<file path="src/i2cms_pkg.sv">
// ----------------------------------------------------------------------------
// i2cms_pkg
// Shared types and codes for the I2C master sub-address sequencer.
// ----------------------------------------------------------------------------
package i2cms_pkg;

  localparam int COUNT_WIDTH_DEF = 16;

  // done status
  localparam logic [1:0] DONE_BUSY   = 2'd0;
  localparam logic [1:0] DONE_OK     = 2'd1;
  localparam logic [1:0] DONE_FAIL   = 2'd2;
  localparam logic [1:0] DONE_REJECT = 2'd3;

  // ack enable control
  localparam logic [1:0] ACK_LEAVE = 2'd0;
  localparam logic [1:0] ACK_SET   = 2'd1;
  localparam logic [1:0] ACK_CLEAR = 2'd2;

  // sub-address phase
  localparam logic [1:0] PHASE_NONE  = 2'd0;
  localparam logic [1:0] PHASE_READ  = 2'd1;
  localparam logic [1:0] PHASE_WRITE = 2'd2;

  // sub-address mode
  localparam logic [1:0] MODE_NONE = 2'd0;
  localparam logic [1:0] MODE_ONE  = 2'd1;
  localparam logic [1:0] MODE_TWO  = 2'd2;
  localparam logic [1:0] MODE_8X   = 2'd3;

  // request kind
  localparam logic ACT_START = 1'b0;
  localparam logic ACT_EVENT = 1'b1;

  // engine status codes, low three bits masked
  localparam logic [7:0] ST_MASK      = 8'hF8;
  localparam logic [7:0] ST_START     = 8'h08;
  localparam logic [7:0] ST_RSTART    = 8'h10;
  localparam logic [7:0] ST_SLAW_ACK  = 8'h18;
  localparam logic [7:0] ST_SLAW_NACK = 8'h20;
  localparam logic [7:0] ST_DATA_ACK  = 8'h28;
  localparam logic [7:0] ST_DATA_NACK = 8'h30;
  localparam logic [7:0] ST_ARB_LOST  = 8'h38;
  localparam logic [7:0] ST_SLAR_ACK  = 8'h40;
  localparam logic [7:0] ST_SLAR_NACK = 8'h48;
  localparam logic [7:0] ST_RX_ACK    = 8'h50;
  localparam logic [7:0] ST_RX_NACK   = 8'h58;

  typedef struct packed {
    logic [7:0]  slave_byte;
    logic [15:0] sub_addr;
    logic [1:0]  sub_left;
    logic [1:0]  sub_phase;
    logic [1:0]  end_state;
  } seq_state_t;

  typedef struct packed {
    logic       load_data;
    logic [7:0] data_out;
    logic       took_tx;
    logic       rx_valid;
    logic [7:0] rx_data;
    logic       set_start;
    logic       set_stop;
    logic [1:0] ack_control;
    logic       clear_start;
    logic       clear_irq;
    logic [1:0] done_status;
  } seq_result_t;

endpackage

</file>
<file path="src/i2cms_step.sv">
// ----------------------------------------------------------------------------
// i2cms_step
// Next state and result for one request: start setup or status event.
// ----------------------------------------------------------------------------
module i2cms_step #(
  parameter int COUNT_WIDTH = i2cms_pkg::COUNT_WIDTH_DEF
) (
  input  logic                     action,
  input  logic [7:0]               slave_addr,
  input  logic                     is_read,
  input  logic [1:0]               sub_mode,
  input  logic [15:0]              sub_address,
  input  logic [15:0]              byte_count,
  input  logic [7:0]               bus_status,
  input  logic [7:0]               rx_byte,
  input  logic [7:0]               tx_byte,
  input  i2cms_pkg::seq_state_t    st_cur,
  input  logic [COUNT_WIDTH-1:0]   left_cur,
  output i2cms_pkg::seq_state_t    st_nxt,
  output logic [COUNT_WIDTH-1:0]   left_nxt,
  output i2cms_pkg::seq_result_t   res
);
  import i2cms_pkg::*;

  logic [COUNT_WIDTH-1:0] cnt;
  logic [COUNT_WIDTH-1:0] left_dec;
  logic [COUNT_WIDTH-1:0] rx_left;
  logic [7:0]             st_code;
  logic [7:0]             sla_sum;
  logic [7:0]             sla_8x;

  assign cnt      = COUNT_WIDTH'(byte_count);
  assign left_dec = left_cur - COUNT_WIDTH'(1);
  assign rx_left  = (left_cur != '0) ? left_dec : left_cur;
  assign st_code  = bus_status & ST_MASK;
  assign sla_sum  = slave_addr + {7'd0, is_read};
  assign sla_8x   = sla_sum + {4'd0, sub_address[10:8], 1'b0};

  always_comb begin
    st_nxt   = st_cur;
    left_nxt = left_cur;
    res      = '0;
    if (action == ACT_START) begin
      if (cnt == '0) begin
        res.done_status = DONE_REJECT;
      end else begin
        case (sub_mode)
          MODE_NONE: begin
            st_nxt.sub_left  = 2'd0;
            st_nxt.sub_phase = PHASE_NONE;
            st_nxt.slave_byte = sla_sum;
          end
          MODE_8X: begin
            st_nxt.sub_addr   = {8'd0, sub_address[7:0]};
            st_nxt.sub_left   = 2'd1;
            st_nxt.sub_phase  = is_read ? PHASE_READ : PHASE_WRITE;
            st_nxt.slave_byte = sla_8x;
          end
          default: begin
            st_nxt.sub_addr   = sub_address;
            st_nxt.sub_left   = sub_mode;
            st_nxt.sub_phase  = is_read ? PHASE_READ : PHASE_WRITE;
            st_nxt.slave_byte = sla_sum;
          end
        endcase
        left_nxt         = cnt;
        st_nxt.end_state = DONE_BUSY;
        res.set_start    = 1'b1;
        res.ack_control  = ACK_CLEAR;
        res.clear_start  = 1'b1;
        res.clear_irq    = 1'b1;
      end
    end else begin
      case (st_code)
        ST_START: begin
          res.load_data   = 1'b1;
          res.data_out    = (st_cur.sub_phase == PHASE_READ) ?
                            (st_cur.slave_byte & 8'hFE) : st_cur.slave_byte;
          res.clear_start = 1'b1;
          res.clear_irq   = 1'b1;
        end
        ST_RSTART: begin
          res.load_data   = 1'b1;
          res.data_out    = st_cur.slave_byte;
          res.clear_start = 1'b1;
          res.clear_irq   = 1'b1;
        end
        ST_SLAW_ACK, ST_DATA_ACK: begin
          if (st_cur.sub_phase == PHASE_NONE) begin
            if (left_cur != '0) begin
              res.load_data = 1'b1;
              res.data_out  = tx_byte;
              res.took_tx   = 1'b1;
              left_nxt      = left_dec;
            end else begin
              res.set_stop     = 1'b1;
              st_nxt.end_state = DONE_OK;
            end
            res.clear_start = 1'b1;
            res.clear_irq   = 1'b1;
          end else if (st_cur.sub_phase == PHASE_READ ||
                       st_cur.sub_phase == PHASE_WRITE) begin
            if (st_cur.sub_left == 2'd2) begin
              res.load_data   = 1'b1;
              res.data_out    = st_cur.sub_addr[15:8];
              res.clear_start = 1'b1;
              res.clear_irq   = 1'b1;
              st_nxt.sub_left = 2'd1;
            end else if (st_cur.sub_left == 2'd1) begin
              res.load_data   = 1'b1;
              res.data_out    = st_cur.sub_addr[7:0];
              res.clear_start = 1'b1;
              res.clear_irq   = 1'b1;
              st_nxt.sub_left = 2'd0;
              if (st_cur.sub_phase == PHASE_WRITE) begin
                st_nxt.sub_phase = PHASE_NONE;
              end
            end else if (st_cur.sub_left == 2'd0 &&
                         st_cur.sub_phase == PHASE_READ) begin
              // repeated start before the read
              res.set_start    = 1'b1;
              res.clear_irq    = 1'b1;
              st_nxt.sub_phase = PHASE_NONE;
            end
          end
        end
        ST_SLAR_ACK: begin
          res.ack_control = (left_cur <= COUNT_WIDTH'(1)) ? ACK_CLEAR : ACK_SET;
          res.clear_start = 1'b1;
          res.clear_irq   = 1'b1;
        end
        ST_SLAW_NACK, ST_DATA_NACK, ST_ARB_LOST, ST_SLAR_NACK: begin
          res.clear_start  = 1'b1;
          res.clear_irq    = 1'b1;
          st_nxt.end_state = DONE_FAIL;
        end
        ST_RX_ACK: begin
          res.rx_valid    = 1'b1;
          res.rx_data     = rx_byte;
          left_nxt        = rx_left;
          res.ack_control = (rx_left == COUNT_WIDTH'(1)) ? ACK_CLEAR : ACK_SET;
          res.clear_start = 1'b1;
          res.clear_irq   = 1'b1;
        end
        ST_RX_NACK: begin
          res.rx_valid     = 1'b1;
          res.rx_data      = rx_byte;
          res.set_stop     = 1'b1;
          res.clear_start  = 1'b1;
          res.clear_irq    = 1'b1;
          st_nxt.end_state = DONE_OK;
        end
        default: begin
        end
      endcase
      res.done_status = st_nxt.end_state;
    end
  end

endmodule

</file>
<file path="src/i2c_master_subaddr_sequencer.sv">
// ----------------------------------------------------------------------------
// i2c_master_subaddr_sequencer
// Accepted results are registered in the output register, or in the skid when
// the output stalls. Throughput: one request per cycle while the skid is empty;
// this two-entry buffer keeps in_ready high while one result waits.
// Reset: synchronous active-low rst_n clears sequencer state and buffer valids.
// ----------------------------------------------------------------------------
module i2c_master_subaddr_sequencer #(
  parameter int COUNT_WIDTH = i2cms_pkg::COUNT_WIDTH_DEF
) (
  input  logic        clk,
  input  logic        rst_n,
  input  logic        in_valid,
  output logic        in_ready,
  input  logic        in_action,
  input  logic [7:0]  in_slave_addr,
  input  logic        in_is_read,
  input  logic [1:0]  in_sub_mode,
  input  logic [15:0] in_sub_address,
  input  logic [15:0] in_byte_count,
  input  logic [7:0]  in_bus_status,
  input  logic [7:0]  in_rx_byte,
  input  logic [7:0]  in_tx_byte,
  output logic        out_valid,
  input  logic        out_ready,
  output logic        out_load_data,
  output logic [7:0]  out_data_out,
  output logic        out_took_tx,
  output logic        out_rx_valid,
  output logic [7:0]  out_rx_data,
  output logic        out_set_start,
  output logic        out_set_stop,
  output logic [1:0]  out_ack_control,
  output logic        out_clear_start,
  output logic        out_clear_irq,
  output logic [1:0]  out_done_status
);
  import i2cms_pkg::*;

  seq_state_t             st_r, st_nxt;
  logic [COUNT_WIDTH-1:0] left_r, left_nxt;
  seq_result_t            res;
  seq_result_t            out_res_r, out_res_nxt;
  seq_result_t            skid_res_r, skid_res_nxt;
  logic                   out_valid_r, out_valid_nxt;
  logic                   skid_valid_r, skid_valid_nxt;
  logic                   accept;
  logic                   out_free;

  i2cms_step #(.COUNT_WIDTH(COUNT_WIDTH)) u_step (
    .action      (in_action),
    .slave_addr  (in_slave_addr),
    .is_read     (in_is_read),
    .sub_mode    (in_sub_mode),
    .sub_address (in_sub_address),
    .byte_count  (in_byte_count),
    .bus_status  (in_bus_status),
    .rx_byte     (in_rx_byte),
    .tx_byte     (in_tx_byte),
    .st_cur      (st_r),
    .left_cur    (left_r),
    .st_nxt      (st_nxt),
    .left_nxt    (left_nxt),
    .res         (res)
  );

  assign in_ready = !skid_valid_r;
  assign accept   = in_valid && in_ready;
  assign out_free = !out_valid_r || out_ready;

  always_comb begin
    out_valid_nxt  = out_valid_r;
    skid_valid_nxt = skid_valid_r;
    out_res_nxt    = out_res_r;
    skid_res_nxt   = skid_res_r;
    if (out_free) begin
      if (skid_valid_r) begin
        out_valid_nxt  = 1'b1;
        out_res_nxt    = skid_res_r;
        skid_valid_nxt = accept;
        skid_res_nxt   = res;
      end else begin
        out_valid_nxt = accept;
        out_res_nxt   = res;
      end
    end else if (accept) begin
      skid_valid_nxt = 1'b1;
      skid_res_nxt   = res;
    end
  end

  always_ff @(posedge clk) begin
    if (!rst_n) begin
      st_r         <= '0;
      left_r       <= '0;
      out_valid_r  <= 1'b0;
      skid_valid_r <= 1'b0;
    end else begin
      if (accept) begin
        st_r   <= st_nxt;
        left_r <= left_nxt;
      end
      out_valid_r  <= out_valid_nxt;
      skid_valid_r <= skid_valid_nxt;
    end
  end

  always_ff @(posedge clk) begin
    out_res_r  <= out_res_nxt;
    skid_res_r <= skid_res_nxt;
  end

  assign out_valid       = out_valid_r;
  assign out_load_data   = out_res_r.load_data;
  assign out_data_out    = out_res_r.data_out;
  assign out_took_tx     = out_res_r.took_tx;
  assign out_rx_valid    = out_res_r.rx_valid;
  assign out_rx_data     = out_res_r.rx_data;
  assign out_set_start   = out_res_r.set_start;
  assign out_set_stop    = out_res_r.set_stop;
  assign out_ack_control = out_res_r.ack_control;
  assign out_clear_start = out_res_r.clear_start;
  assign out_clear_irq   = out_res_r.clear_irq;
  assign out_done_status = out_res_r.done_status;

endmodule

</file>
<file path="config.mk">
export PLATFORM = sky130hd
export DESIGN_NAME = i2c_master_subaddr_sequencer
export DESIGN_NICKNAME = d
export VERILOG_FILES = /design/src/i2cms_pkg.sv /design/src/i2cms_step.sv /design/src/i2c_master_subaddr_sequencer.sv
export SDC_FILE = /design/constraint.sdc
export NUM_CORES = 1
export LEC_CHECK = 0
export CELL_PAD_IN_SITES_DETAIL_PLACEMENT = 1
export CELL_PAD_IN_SITES_GLOBAL_PLACEMENT = 2
export CORE_MARGIN = 4
export CORE_UTILIZATION = 35
export CTS_CLUSTER_SIZE = 14
export DETAILED_ROUTE_END_ITERATION = 8
export DONT_BUFFER_PORTS = 1
export GPL_ROUTABILITY_DRIVEN = 0
export PLACE_DENSITY = 0.74
export SLEW_MARGIN = 25
export SYNTH_ARGS = -nofsm -noshare
export SYNTH_HDL_FRONTEND = slang
export SYNTH_SLANG_ARGS = --single-unit
</file>
<file path="constraint.sdc">
create_clock -name clk -period 6.6 [get_ports clk]
set_input_delay 0 -clock clk [delete_from_list [all_inputs] [get_ports clk]]
set_output_delay 0 -clock clk [all_outputs]
set_load 0.01 [all_outputs]
</file>
==> insert_results.sql, run 1 <==
INSERT INTO impl_metrics (metric_group, metric, value, unit) VALUES
('outcome', 'outcome', 'finished, final reports clean', ''),
('setup_path', 'path_common_cell', 'nor4_1', ''),
('synth', 'synth.yosys.seq_area_share', '45.5', '%'),
('sta', 'achievable-frequency', '0.310', 'GHz'),
('sta', 'setup_tns', '0', 'ns'),
('placed_design', 'place_area', '0.00583', 'mm^2'),
('synth', 'async_reset_ff_share', '0', '%'),
('setup_path', 'r2r.worst_path.cells', '6', ''),
('setup_path', 'timing.rr.start', 'left_r[2]$_SDFFE_PN0P_', ''),
('synth', 'synth-seq-cells', '102', ''),
('setup_path', 'worst-path-max-fanout', '9', ''),
('global_route', 'grt_max_degree', '36', ''),
('finish', 'areaGrowthSynthToFinish', '18.0', '%'),
('clock_tree', 'clock-root-buffer', 'clkbuf_16', ''),
('min_path', 'hold_path_end', 'left_r[14]$_SDFFE_PN0P_', ''),
('detailed_routing', 'via_per_inst', '5.52', ''),
('clock_tree', 'clk-insertion-delay-late', '0.36', 'ns'),
('sta', 'timing_hold_violations_final', '0', ''),
('detailed_routing', 'final_antenna_net_count', '0', ''),
('global_route', 'antenna_violations_before_repair', '1', ''),
('sta', 'report.final.slew_viol_count', '0', ''),
('detailed_routing', 'detail_route.wl_per_cell', '19.7', 'um'),
('power_and_ir_drop', 'irDropWorstVdd', '0.000125', 'V'),
('global_route', 'grt.total_usage', '18.6', '%'),
('clock_tree', 'clk_pin_slew', '0.08', 'ns'),
('setup_path', 'ff_to_ff_setup_slack', '3.38', 'ns'),
('setup_path', 'crit_arrival', '3.31', 'ns'),
('clock_tree', 'cts_made_buffers', '9', ''),
('sta', 'tightest_slew', '0.952', 'ns'),
('setup_path', 'timing.critical_path.from_type', 'flip-flop', ''),
('floorplan', 'starting_utilization_of_the_core_area', '35.8', '%'),
('power_and_ir_drop', 'total_power', '1.56', 'mW'),
('synth', 'dominantRegCellSynth', 'edfxtp_1', ''),
('global_route', 'vias_in_the_first_global_route', '4946', ''),
('placed_design', 'dp_worst_setup_slack', '3.53', 'ns'),
('setup_path', 'required', '6.69', 'ns'),
('setup_path', 'timing.rr.end', 'out_ack_control[0]$_DFFE_PN_', ''),
('setup_path', 'cp_slowest_cell', 'or4_1', ''),
('synth', 'syn_inst', '599', ''),
('min_path', 'worstHoldPathCells', '4', ''),
('floorplan', 'dieArea', '0.0183', 'mm^2'),
('min_path', 'holdCritStartpoint', 'in_byte_count[14]', ''),
('min_path', 'holdCritPathClass', 'primary input to flip-flop', ''),
('floorplan', 'die_height', '135', 'um'),
('placed_design', 'dp.cells', '782', ''),
('finish', 'final_net_count', '723', ''),
('finish', 'count_of_placed_standard_cells_in_the_final_layout_fillers_left_out', '854', ''),
('synth', 'synth.lib_cells_used.distinct', '68', ''),
('sta', 'timing.clock.skew', '0.0117', 'ns'),
('synth', 'ys_warn_count', '0', ''),
('detailed_routing', 'initialDrtViolationCount', '243', ''),
('clock_tree', 'cts_tree', 'done', ''),
('synth', 'post_synth_instance_area', '0.00568', 'mm^2'),
('floorplan', 'num_io_pins', '101', ''),
('setup_path', 'capturing_element_type_of_the_critical_path', 'flip-flop', ''),
('finish', 'finish.instance_area', '0.00670', 'mm^2'),
('global_route', 'grt_overflow', '0', ''),
('sta', 'hold_slack', '0.0107', 'ns'),
('power_and_ir_drop', 'power-per-cell-area', '233', 'mW/mm^2'),
('setup_path', 'cp_cell_sequence', 'or4_1 > nor4_1 > a211oi_1 > nor4_1 > a41o_1 > o31ai_1', ''),
('placed_design', 'buffer_ports.inserted', '0', ''),
('floorplan', 'chipWidth', '135', 'um'),
('setup_path', 'peak_per_stage_delay_on_the_critical_path', '0.70', 'ns'),
('clock_tree', 'htree_levels', '3', ''),
('sta', 'setup_repair_after_global_routing_missed_its_margin', 'no', ''),
('detailed_routing', 'drc', '0', ''),
('global_route', 'grt_first_pass_wirelength', '26800', 'um'),
('detailed_routing', 'via_count', '4718', ''),
('floorplan', 'rows', '46', ''),
('run', 'max_cap_viol_count', '0', ''),
('finish', 'drive_above_1_share', '9.11', '%');
-- power breakdown --
| group | switching (mW) | leakage, nW | internal (mW) |
|---|---|---|---|
| Sequential | 0.0320 | 0.925 | 0.705 |
| Clock | 0.255 | 0.137 | 0.264 |
| Combinational | 0.182 | 1.40 | 0.125 |
-- state kept, by name, summed over array words and instances, names as in the netlist, 2 cells and up, named ones only --
name	cells
st_r	30
out_ack_control	2
left_r	15
out_rx_data	8
skid_res_r	27
out_data_out	8
out_done_status	2
-- what timing repair did --
action                                  4_1_cts  5_1_grt
endpoints found under the hold margin        63        0
hold buffers                                 55        0
endpoints found under the setup margin        0        0
resized for setup                             0        0
-- Yosys cell counts, drive strengths merged (9+ instances only) --
cell | number | area, um^2
nand3 | 21 | 105
edfxtp | 54 | 1620
nor2b | 9 | 56.3
nor3 | 12 | 60.1
and2 | 10 | 62.6
nor2 | 45 | 171
a21oi | 51 | 255
nor4 | 9 | 56.3
mux2 | 25 | 300
o21ai | 27 | 154
nand2b | 10 | 62.6
inv | 17 | 63.8
ha | 18 | 225
clkbuf | 31 | 116
dfxtp | 48 | 961
and3 | 10 | 62.6
nand2 | 65 | 244
o21a | 13 | 97.6
-- per-layer routing --
| layer | global-route usage (%) | up-vias | wire, um |
|---|---|---|---|
| met2 | 31.5 | 87 | 8200 |
| li1 | - | 2280 | - |
| met1 | 24.4 | 2337 | 7750 |
| met5 | 0 | - | 0 |
| met3 | 3.75 | 14 | 616 |
| met4 | 4.48 | 0 | 220 |
-- placed cells by master, fill, tap and decap left out, types with 18 or more instances in the layout --
cell type      Yosys  final
ha_1              18     18
nand3_1           21     21
nor2_1            44     44
dlygate4sd3_1      0     54
dfxtp_1           48     48
o21ai_0           24     24
nand2_1           65     65
edfxtp_1          54     54
mux2_2            20     20
a21oi_1           51     51
-- how the worst max path moves through the flow --
stage,cells past startpoint,to,from
2_1_floorplan,9,out_data_out[3]$_DFFE_PN_,left_r[2]$_SDFFE_PN0P_
3_3_place_gp,6,out_ack_control[0]$_DFFE_PN_,left_r[2]$_SDFFE_PN0P_
3_5_place_dp,6,out_ack_control[0]$_DFFE_PN_,left_r[2]$_SDFFE_PN0P_
4_1_cts,6,out_ack_control[0]$_DFFE_PN_,left_r[2]$_SDFFE_PN0P_
5_1_grt,6,out_ack_control[0]$_DFFE_PN_,left_r[2]$_SDFFE_PN0P_
6_report,6,out_ack_control[0]$_DFFE_PN_,left_r[2]$_SDFFE_PN0P_
-- layout make-up --
cell class	instances	area, um^2
fillers	1823	9180
multi-input cells	443	2910
flip-flops and latches	102	2580
repair buffers	58	583
well taps	216	270
clock buffers	10	229
inverters	18	67.6
clock inverters	6	56.3
diodes	1	2.50
-- critical path: cells and delay by family (launching register included) --
family	cells	cell delay (ns)
AND/OR/NAND/NOR	3	1.86
AO/OA/AOI/OAI	3	0.69
flip-flops	1	0.40
-- cells by family (layout without fill, tap and decap cells) --
family                     after synthesis  in the layout  synth area share, %
xor gates and xnor gates                10             10                 1.54
other                                    0              1                    0
DFF                                    102            102                 45.5
muxes                                   32             32                 6.52
and+or+nand+nor                        225            225                 19.9
adders and majority gates               19             19                 4.32
buffers and inverters                   54             92                 3.88
AOI/OAI and AO/OA                      157            157                 18.4
Power figures use the tool's default switching activity.
==> inputs of run 2 (changes only) <==
--- a/config.mk
+++ b/config.mk
@@ -13,7 +13,7 @@
 export DETAILED_ROUTE_END_ITERATION = 8
 export DONT_BUFFER_PORTS = 1
 export GPL_ROUTABILITY_DRIVEN = 0
-export PLACE_DENSITY = 0.74
+export PLACE_DENSITY = 0.77
 export SLEW_MARGIN = 25
 export SYNTH_ARGS = -nofsm -noshare
 export SYNTH_HDL_FRONTEND = slang
==> constraint.sdc (replaced) <==
create_clock -name clk -period 2.9 [get_ports clk]
set_input_delay 0 -clock clk [delete_from_list [all_inputs] [get_ports clk]]
set_output_delay 0 -clock clk [all_outputs]
set_load 0.01 [all_outputs]
==> run 2 against run 1 <==
Net effect:
- setup slack worse by 3.2 ns
- non-clock buffer count grew 15
- register-to-register slack worse by 3.2 ns
- global-route usage grew 0.35 points
- cell count increased by 1.8%
- clock power increased by 150%
- cell area rose by 1.6%
- die area did not move
==> insert_results.sql, run 2 (synthesis gave the netlist of run 1 again) <==
INSERT INTO impl_metrics (metric_group, metric, value, unit) VALUES
('clock_tree', 'htree_levels', '3', ''),
('finish', 'areaGrowthSynthToFinish', '19.9', '%'),
('setup_path', 'peak_per_stage_delay_on_the_critical_path', '0.59', 'ns'),
('setup_path', 'cp_cell_sequence', 'or4_1 > or4_4 > o311a_1 > o21ai_2 > dlygate4sd3_1 > o22ai_1', ''),
('setup_path', 'worst-path-max-fanout', '9', ''),
('detailed_routing', 'totalWireLength', '17100', 'um'),
('setup_path', 'timing.rr.start', 'left_r[8]$_SDFFE_PN0P_', ''),
('setup_path', 'timing.rr.end', 'st_r[1]$_SDFFE_PN0P_', ''),
('setup_path', 'critical_path_class', 'flip-flop to flip-flop', ''),
('setup_path', 'r2r.worst_path.cells', '6', ''),
('placed_design', 'dp_worst_setup_slack', '0.199', 'ns'),
('min_path', 'holdCritStartpoint', 'in_action', ''),
('power_and_ir_drop', 'power_frac_clock', '34.5', '%'),
('sta', 'timing.slew.headroom', '51.1', '%'),
('setup_path', 'worstPathBufferInverterCount', '1', ''),
('detailed_routing', 'via_per_inst', '5.46', ''),
('finish', 'multiInputGateArea', '0.00289', 'mm^2'),
('clock_tree', 'clock_path_buffers', '2', ''),
('setup_path', 'ff_to_ff_setup_slack', '0.14', 'ns'),
('global_route', 'gr-max-usage-layer', 'met2', ''),
('floorplan', 'chipWidth', '135', 'um'),
('floorplan', 'starting_utilization_of_the_core_area', '35.8', '%'),
('clock_tree', 'clock-root-buffer', 'clkbuf_16', ''),
('detailed_routing', 'via_count', '4745', ''),
('finish', 'top_register', 'st_r', ''),
('power_and_ir_drop', 'power-per-cell-area', '546', 'mW/mm^2'),
('sta', 'achievable-frequency', '0.362', 'GHz'),
('power_and_ir_drop', 'total_switching_power', '1.08', 'mW'),
('sta', 'setup_viol', '0', ''),
('detailed_routing', 'initialDrtViolationCount', '269', ''),
('global_route', 'grt_max_degree', '36', ''),
('global_route', 'groute.layer.met2.usage', '30.6', '%'),
('placed_design', 'place_hpwl', '12100', 'um'),
('power_and_ir_drop', 'p_sw_share', '29.0', '%'),
('sta', 'period_needed', '2.76', 'ns'),
('sta', 'report.final.slew_viol_count', '0', ''),
('power_and_ir_drop', 'power.internal', '2.64', 'mW'),
('floorplan', 'dieArea', '0.0183', 'mm^2'),
('global_route', 'antenna_violations_before_repair', '1', ''),
('sta', 'setup_tns', '0', 'ns'),
('clock_tree', 'cts_made_buffers', '9', ''),
('global_route', 'grt.met1_usage', '25.6', '%'),
('sta', 'postLayoutSetupSlackWorst', '0.141', 'ns'),
('setup_path', 'crit_arrival', '3.01', 'ns'),
('outcome', 'outcome', 'finished, final reports clean', ''),
('finish', 'seqCellArea', '0.00258', 'mm^2'),
('sta', 'hold_slack', '0.00555', 'ns'),
('finish', 'commonest_cells_after_routing_fill_and_taps_aside', 'nand2_1, edfxtp_1, dlygate4sd3_1', ''),
('clock_tree', 'clk-insertion-delay-late', '0.36', 'ns'),
('detailed_routing', 'final_antenna_net_count', '0', ''),
('setup_path', 'cell_family_contributing_the_most_delay_on_the_critical_path', 'simple AND/OR/NAND/NOR gates', ''),
('detailed_routing', 'detailedRoute.firstPassIterationCount', '4', ''),
('detailed_routing', 'detail_route.wl_per_cell', '19.6', 'um'),
('finish', 'final_net_count', '738', ''),
('power_and_ir_drop', 'power_leakage', '2.53', 'nW'),
('clock_tree', 'cts_tree', 'done', ''),
('sta', 'timing_hold_violations_final', '0', ''),
('placed_design', 'buffer_ports.inserted', '0', ''),
('setup_path', 'required', '3.15', 'ns'),
('clock_tree', 'clock_sink_count', '102', ''),
('floorplan', 'num_io_pins', '101', ''),
('min_path', 'hold_path_end', 'left_r[3]$_SDFFE_PN0P_', ''),
('setup_path', 'capturing_element_type_of_the_critical_path', 'flip-flop', ''),
('floorplan', 'core_region_area', '0.0159', 'mm^2'),
('min_path', 'holdCritPathClass', 'primary input to flip-flop', ''),
('sta', 'final.period_utilization', '95.2', '%'),
('setup_path', 'cp_slowest_cell', 'or4_1', ''),
('finish', 'final.fill_count', '1821', ''),
('global_route', 'grt_overflow', '0', ''),
('power_and_ir_drop', 'irDropWorstVdd', '0.000292', 'V'),
('sta', 'setup_repair_after_global_routing_missed_its_margin', 'no', ''),
('finish', 'number_of_flip_flops_in_the_largest_register', '30', ''),
('clock_tree', 'post_cts.repair.setup_buffers', '0', ''),
('min_path', 'worstHoldPathCells', '3', ''),
('setup_path', 'start_point_of_the_critical_path', 'left_r[8]$_SDFFE_PN0P_', ''),
('global_route', 'vias_in_the_first_global_route', '5024', ''),
('setup_path', 'timing.critical_path.from_type', 'flip-flop', ''),
('global_route', 'grt_use_met3', '3.49', '%'),
('sta', 'timing.clock.skew', '0.0104', 'ns'),
('clock_tree', 'clk_pin_slew', '0.08', 'ns'),
('detailed_routing', 'drc', '0', ''),
('finish', 'drive_above_1_share', '11.0', '%'),
('finish', 'top_regs', 'st_r (30), skid_res_r (27), left_r (15)', ''),
('floorplan', 'rows', '46', ''),
('power_and_ir_drop', 'seq_power_share', '45.1', '%'),
('run', 'max_cap_viol_count', '0', ''),
('sta', 'tightest_slew', '0.731', 'ns'),
('global_route', 'grt_first_pass_wirelength', '27100', 'um'),
('floorplan', 'die_height', '135', 'um'),
('finish', 'most_common_cell_after_layout_fill_and_taps_aside', 'nand2_1', ''),
('global_route', 'grt.total_usage', '18.9', '%'),
('power_and_ir_drop', 'p_comb_share', '20.5', '%');
run 2: worst max path at each step:
stage	end	slack, ns	cells past startpoint
global route	out_ack_control[1]$_DFFE_PN_	0.03	7
global placement	out_data_out[5]$_DFFE_PN_	0.25	6
CTS	st_r[1]$_SDFFE_PN0P_	0.13	6
floorplan	out_data_out[4]$_DFFE_PN_	0.09	9
finish	st_r[1]$_SDFFE_PN0P_	0.14	6
detailed placement	out_data_out[4]$_DFFE_PN_	0.20	6
run 2: per-layer routing:
layer | part of all wire, % | vias to the layer above
met1 | 47 | 2307
li1 | - | 2306
met4 | 1.9 | 0
met2 | 47 | 112
met3 | 4.4 | 20
met5 | 0 | -
run 2: power groups by stage:
stage / Clock, mW / Combinational, mW / Sequential [mW]
floorplan: 0 / 0.504 / 1.68
global placement: 0 / 0.657 / 1.70
detailed placement: 0 / 0.675 / 1.71
CTS: 1.31 / 0.757 / 1.68
global route: 1.38 / 0.838 / 1.68
finish: 1.28 / 0.760 / 1.67
run 2: layout make-up:
| class | instances | share of cell area [%] |
|---|---|---|
| Timing Repair Buffer | 73 | 10.2 |
| Multi-Input combinational cell | 443 | 42.4 |
| Antenna cell | 1 | 0.0367 |
| Sequential cell | 102 | 37.9 |
| Inverter | 18 | 0.992 |
| Clock inverter | 5 | 0.992 |
| Clock buffer | 11 | 3.56 |
| Tap cell | 216 | 3.97 |
run 2: stage by stage:
stage	cells	instance area, um^2	util [%]	power (mW)
floorplan	599	5680	-	2.19
global placement	798	5950	37.4	2.36
detailed placement	798	5950	37.4	2.38
CTS	868	6810	42.9	3.74
global route	869	6810	42.9	3.90
finish	869	6810	42.9	3.72
run 2: tightest hold or removal path: stages:
cell     delay [ns]
mux2_2         0.13
nand2_1        0.05
a21oi_1        0.13
run 2: repair_timing:
action                                 4_1_cts  5_1_grt
endpoints found under the hold margin       64        0
hold buffers                                54        0
resized for setup                            0        0
==> inputs of run 3 (changes only) <==
--- a/config.mk
+++ b/config.mk
@@ -14,6 +14,7 @@
 export DONT_BUFFER_PORTS = 1
 export GPL_ROUTABILITY_DRIVEN = 0
 export PLACE_DENSITY = 0.77
+export RECOVER_POWER = 50
 export SLEW_MARGIN = 25
 export SYNTH_ARGS = -nofsm -noshare
 export SYNTH_HDL_FRONTEND = slang
==> run 3 against run 2 <==
Net effect:
- the flow now finishes with violations (max-capacitance violations, max-slew violations)
- non-clock buffer count did not move
- clock skew up 0.00093 ns
- cell area shrank 0.26%
- sequential power barely moved
- critical path type unchanged
==> insert_results.sql, run 3 (synthesis gave the netlist of run 1 again) <==
INSERT INTO impl_metrics (metric_group, metric, value, unit) VALUES
('power_and_ir_drop', 'irDropWorstVdd', '0.000292', 'V'),
('clock_tree', 'htree_levels', '3', ''),
('sta', 'setup_viol', '0', ''),
('floorplan', 'chipWidth', '135', 'um'),
('sta', 'report.final.slew_viol_count', '30', ''),
('setup_path', 'capturing_element_type_of_the_critical_path', 'flip-flop', ''),
('sta', 'setup_tns', '0', 'ns'),
('finish', 'top_register', 'st_r', ''),
('clock_tree', 'cts_resized', '0', ''),
('outcome', 'violations_in_the_final_reports', 'max-capacitance violations, max-slew violations', ''),
('detailed_routing', 'detailedRoute.firstPassIterationCount', '4', ''),
('run', 'max_cap_viol_count', '1', ''),
('detailed_routing', 'initialDrtViolationCount', '275', ''),
('floorplan', 'rows', '46', ''),
('finish', 'final_net_count', '738', ''),
('global_route', 'vias_in_the_first_global_route', '5024', ''),
('clock_tree', 'clk_pin_slew', '0.08', 'ns'),
('global_route', 'grt_overflow', '0', ''),
('global_route', 'grt.total_usage', '18.9', '%'),
('setup_path', 'cp_cell_sequence', 'or4_1 > or4_4 > o311a_1 > o21ai_2 > dlygate4sd3_1 > o22ai_1', ''),
('setup_path', 'required', '3.15', 'ns'),
('clock_tree', 'clock_path_buffers', '2', ''),
('setup_path', 'timing.critical_path.from_type', 'flip-flop', ''),
('sta', 'timing.slew.headroom', '-4.58', '%'),
('setup_path', 'cp_slowest_cell', 'or4_4', ''),
('finish', 'drive_above_1_share', '10.1', '%'),
('setup_path', 'worst-path-max-fanout', '9', ''),
('sta', 'final.period_utilization', '95.2', '%'),
('detailed_routing', 'detail_route.wl_per_cell', '19.7', 'um'),
('clock_tree', 'clk-insertion-delay-late', '0.36', 'ns'),
('detailed_routing', 'totalWireLength', '17100', 'um'),
('setup_path', 'worstPathBufferInverterCount', '1', ''),
('floorplan', 'die_height', '135', 'um'),
('clock_tree', 'post_cts.repair.setup_buffers', '0', ''),
('sta', 'period_needed', '2.76', 'ns'),
('sta', 'timing_hold_violations_final', '0', ''),
('floorplan', 'num_io_pins', '101', ''),
('finish', 'finish.instance_area', '0.00679', 'mm^2'),
('power_and_ir_drop', 'power_leakage', '2.52', 'nW'),
('sta', 'achievable-frequency', '0.362', 'GHz'),
('global_route', 'grt_first_pass_wirelength', '27100', 'um'),
('clock_tree', 'clock-root-buffer', 'clkbuf_16', ''),
('global_route', 'grt_max_degree', '36', ''),
('min_path', 'holdCritPathClass', 'primary input to flip-flop', ''),
('sta', 'setup_repair_after_global_routing_missed_its_margin', 'no', ''),
('placed_design', 'place_hpwl', '12100', 'um'),
('power_and_ir_drop', 'power-per-cell-area', '547', 'mW/mm^2'),
('finish', 'top_regs', 'st_r (30), skid_res_r (27), left_r (15)', ''),
('detailed_routing', 'final_antenna_net_count', '0', ''),
('finish', 'areaGrowthSynthToFinish', '19.6', '%'),
('floorplan', 'core_region_area', '0.0159', 'mm^2'),
('setup_path', 'peak_per_stage_delay_on_the_critical_path', '0.65', 'ns'),
('clock_tree', 'clock_sink_count', '102', ''),
('floorplan', 'dieArea', '0.0183', 'mm^2'),
('sta', 'timing.clock.skew', '0.0113', 'ns'),
('outcome', 'outcome', 'finished with violations', ''),
('detailed_routing', 'via_per_inst', '5.51', ''),
('sta', 'tightest_slew', '1.57', 'ns'),
('finish', 'number_of_flip_flops_in_the_largest_register', '30', ''),
('clock_tree', 'cts_tree', 'done', ''),
('clock_tree', 'cts_made_buffers', '9', ''),
('placed_design', 'place_area', '0.00595', 'mm^2'),
('placed_design', 'buffer_ports.inserted', '0', ''),
('clock_tree', 'ctsHoldBuffers', '54', ''),
('power_and_ir_drop', 'total_power', '3.72', 'mW'),
('finish', 'commonest_cells_after_routing_fill_and_taps_aside', 'nand2_1, edfxtp_1, dlygate4sd3_1', ''),
('setup_path', 'ff_to_ff_setup_slack', '0.14', 'ns'),
('setup_path', 'cell_family_contributing_the_most_delay_on_the_critical_path', 'simple AND/OR/NAND/NOR gates', ''),
('floorplan', 'starting_utilization_of_the_core_area', '35.8', '%'),
('finish', 'most_common_cell_after_layout_fill_and_taps_aside', 'nand2_1', ''),
('detailed_routing', 'via_count', '4787', ''),
('setup_path', 'crit_arrival', '3.01', 'ns'),
('setup_path', 'critical_path_class', 'flip-flop to flip-flop', ''),
('global_route', 'antenna_violations_before_repair', '1', ''),
('detailed_routing', 'drc', '0', '');
==> run 3: cell count changes in the layout (fill, tap and decap cells not counted), sizes merged <==
cell    change
clkbuf      +3
buf         -3
==> run 3: final cells by class <==
| class | instances | area, um^2 |
|---|---|---|
| inverter | 18 | 67.6 |
| antenna | 1 | 2.50 |
| clock inverter | 5 | 67.6 |
| multi-input combinational | 443 | 2880 |
| tap | 216 | 270 |
| timing repair buffer | 73 | 682 |
| clock buffer | 11 | 243 |
| sequential | 102 | 2580 |
| fill | 1824 | 9090 |
==> run 3: per-stage QoR <==
step	util [%]	std cells	hold slack, ns	setup slack, ns
after global placement	37.4	798	0.121	0.249
after global routing	42.8	869	0.0427	0.0312
after floorplan	-	599	0.136	0.0918
after detailed placement	37.4	798	0.126	0.199
after CTS	42.9	868	0.00129	0.129
final	42.8	869	0.00470	0.140
==> run 3: worst paths after layout <==
path	start	end	cells after the start
setup / recovery	left_r[4]$_SDFFE_PN0P_	st_r[1]$_SDFFE_PN0P_	6
hold / removal	in_action	left_r[3]$_SDFFE_PN0P_	3
setup reg to reg	left_r[4]$_SDFFE_PN0P_	st_r[1]$_SDFFE_PN0P_	6
hold reg to reg	st_r[16]$_SDFFE_PN0P_	st_r[16]$_SDFFE_PN0P_	2
==> run 3: metal layers <==
metal  vias to the layer above  wire, um  GRT usage [%]
met5                         -         0              0
met4                         0       335           6.33
met3                        22       702           3.49
met2                       118      8080           30.6
met1                      2338      7970           25.6
li1                       2309         -              -
==> run 3: worst min-delay path: stages <==
cell	delay, ns
mux2_2	0.13
nand2_1	0.05
a21oi_1	0.13
==> run 3: where the power goes <==
group          internal [mW]  switching [mW]  total (mW)
Sequential              1.61          0.0705        1.68
Combinational          0.326           0.432       0.758
Clock                  0.705           0.581        1.29
Total                   2.64            1.08        3.72
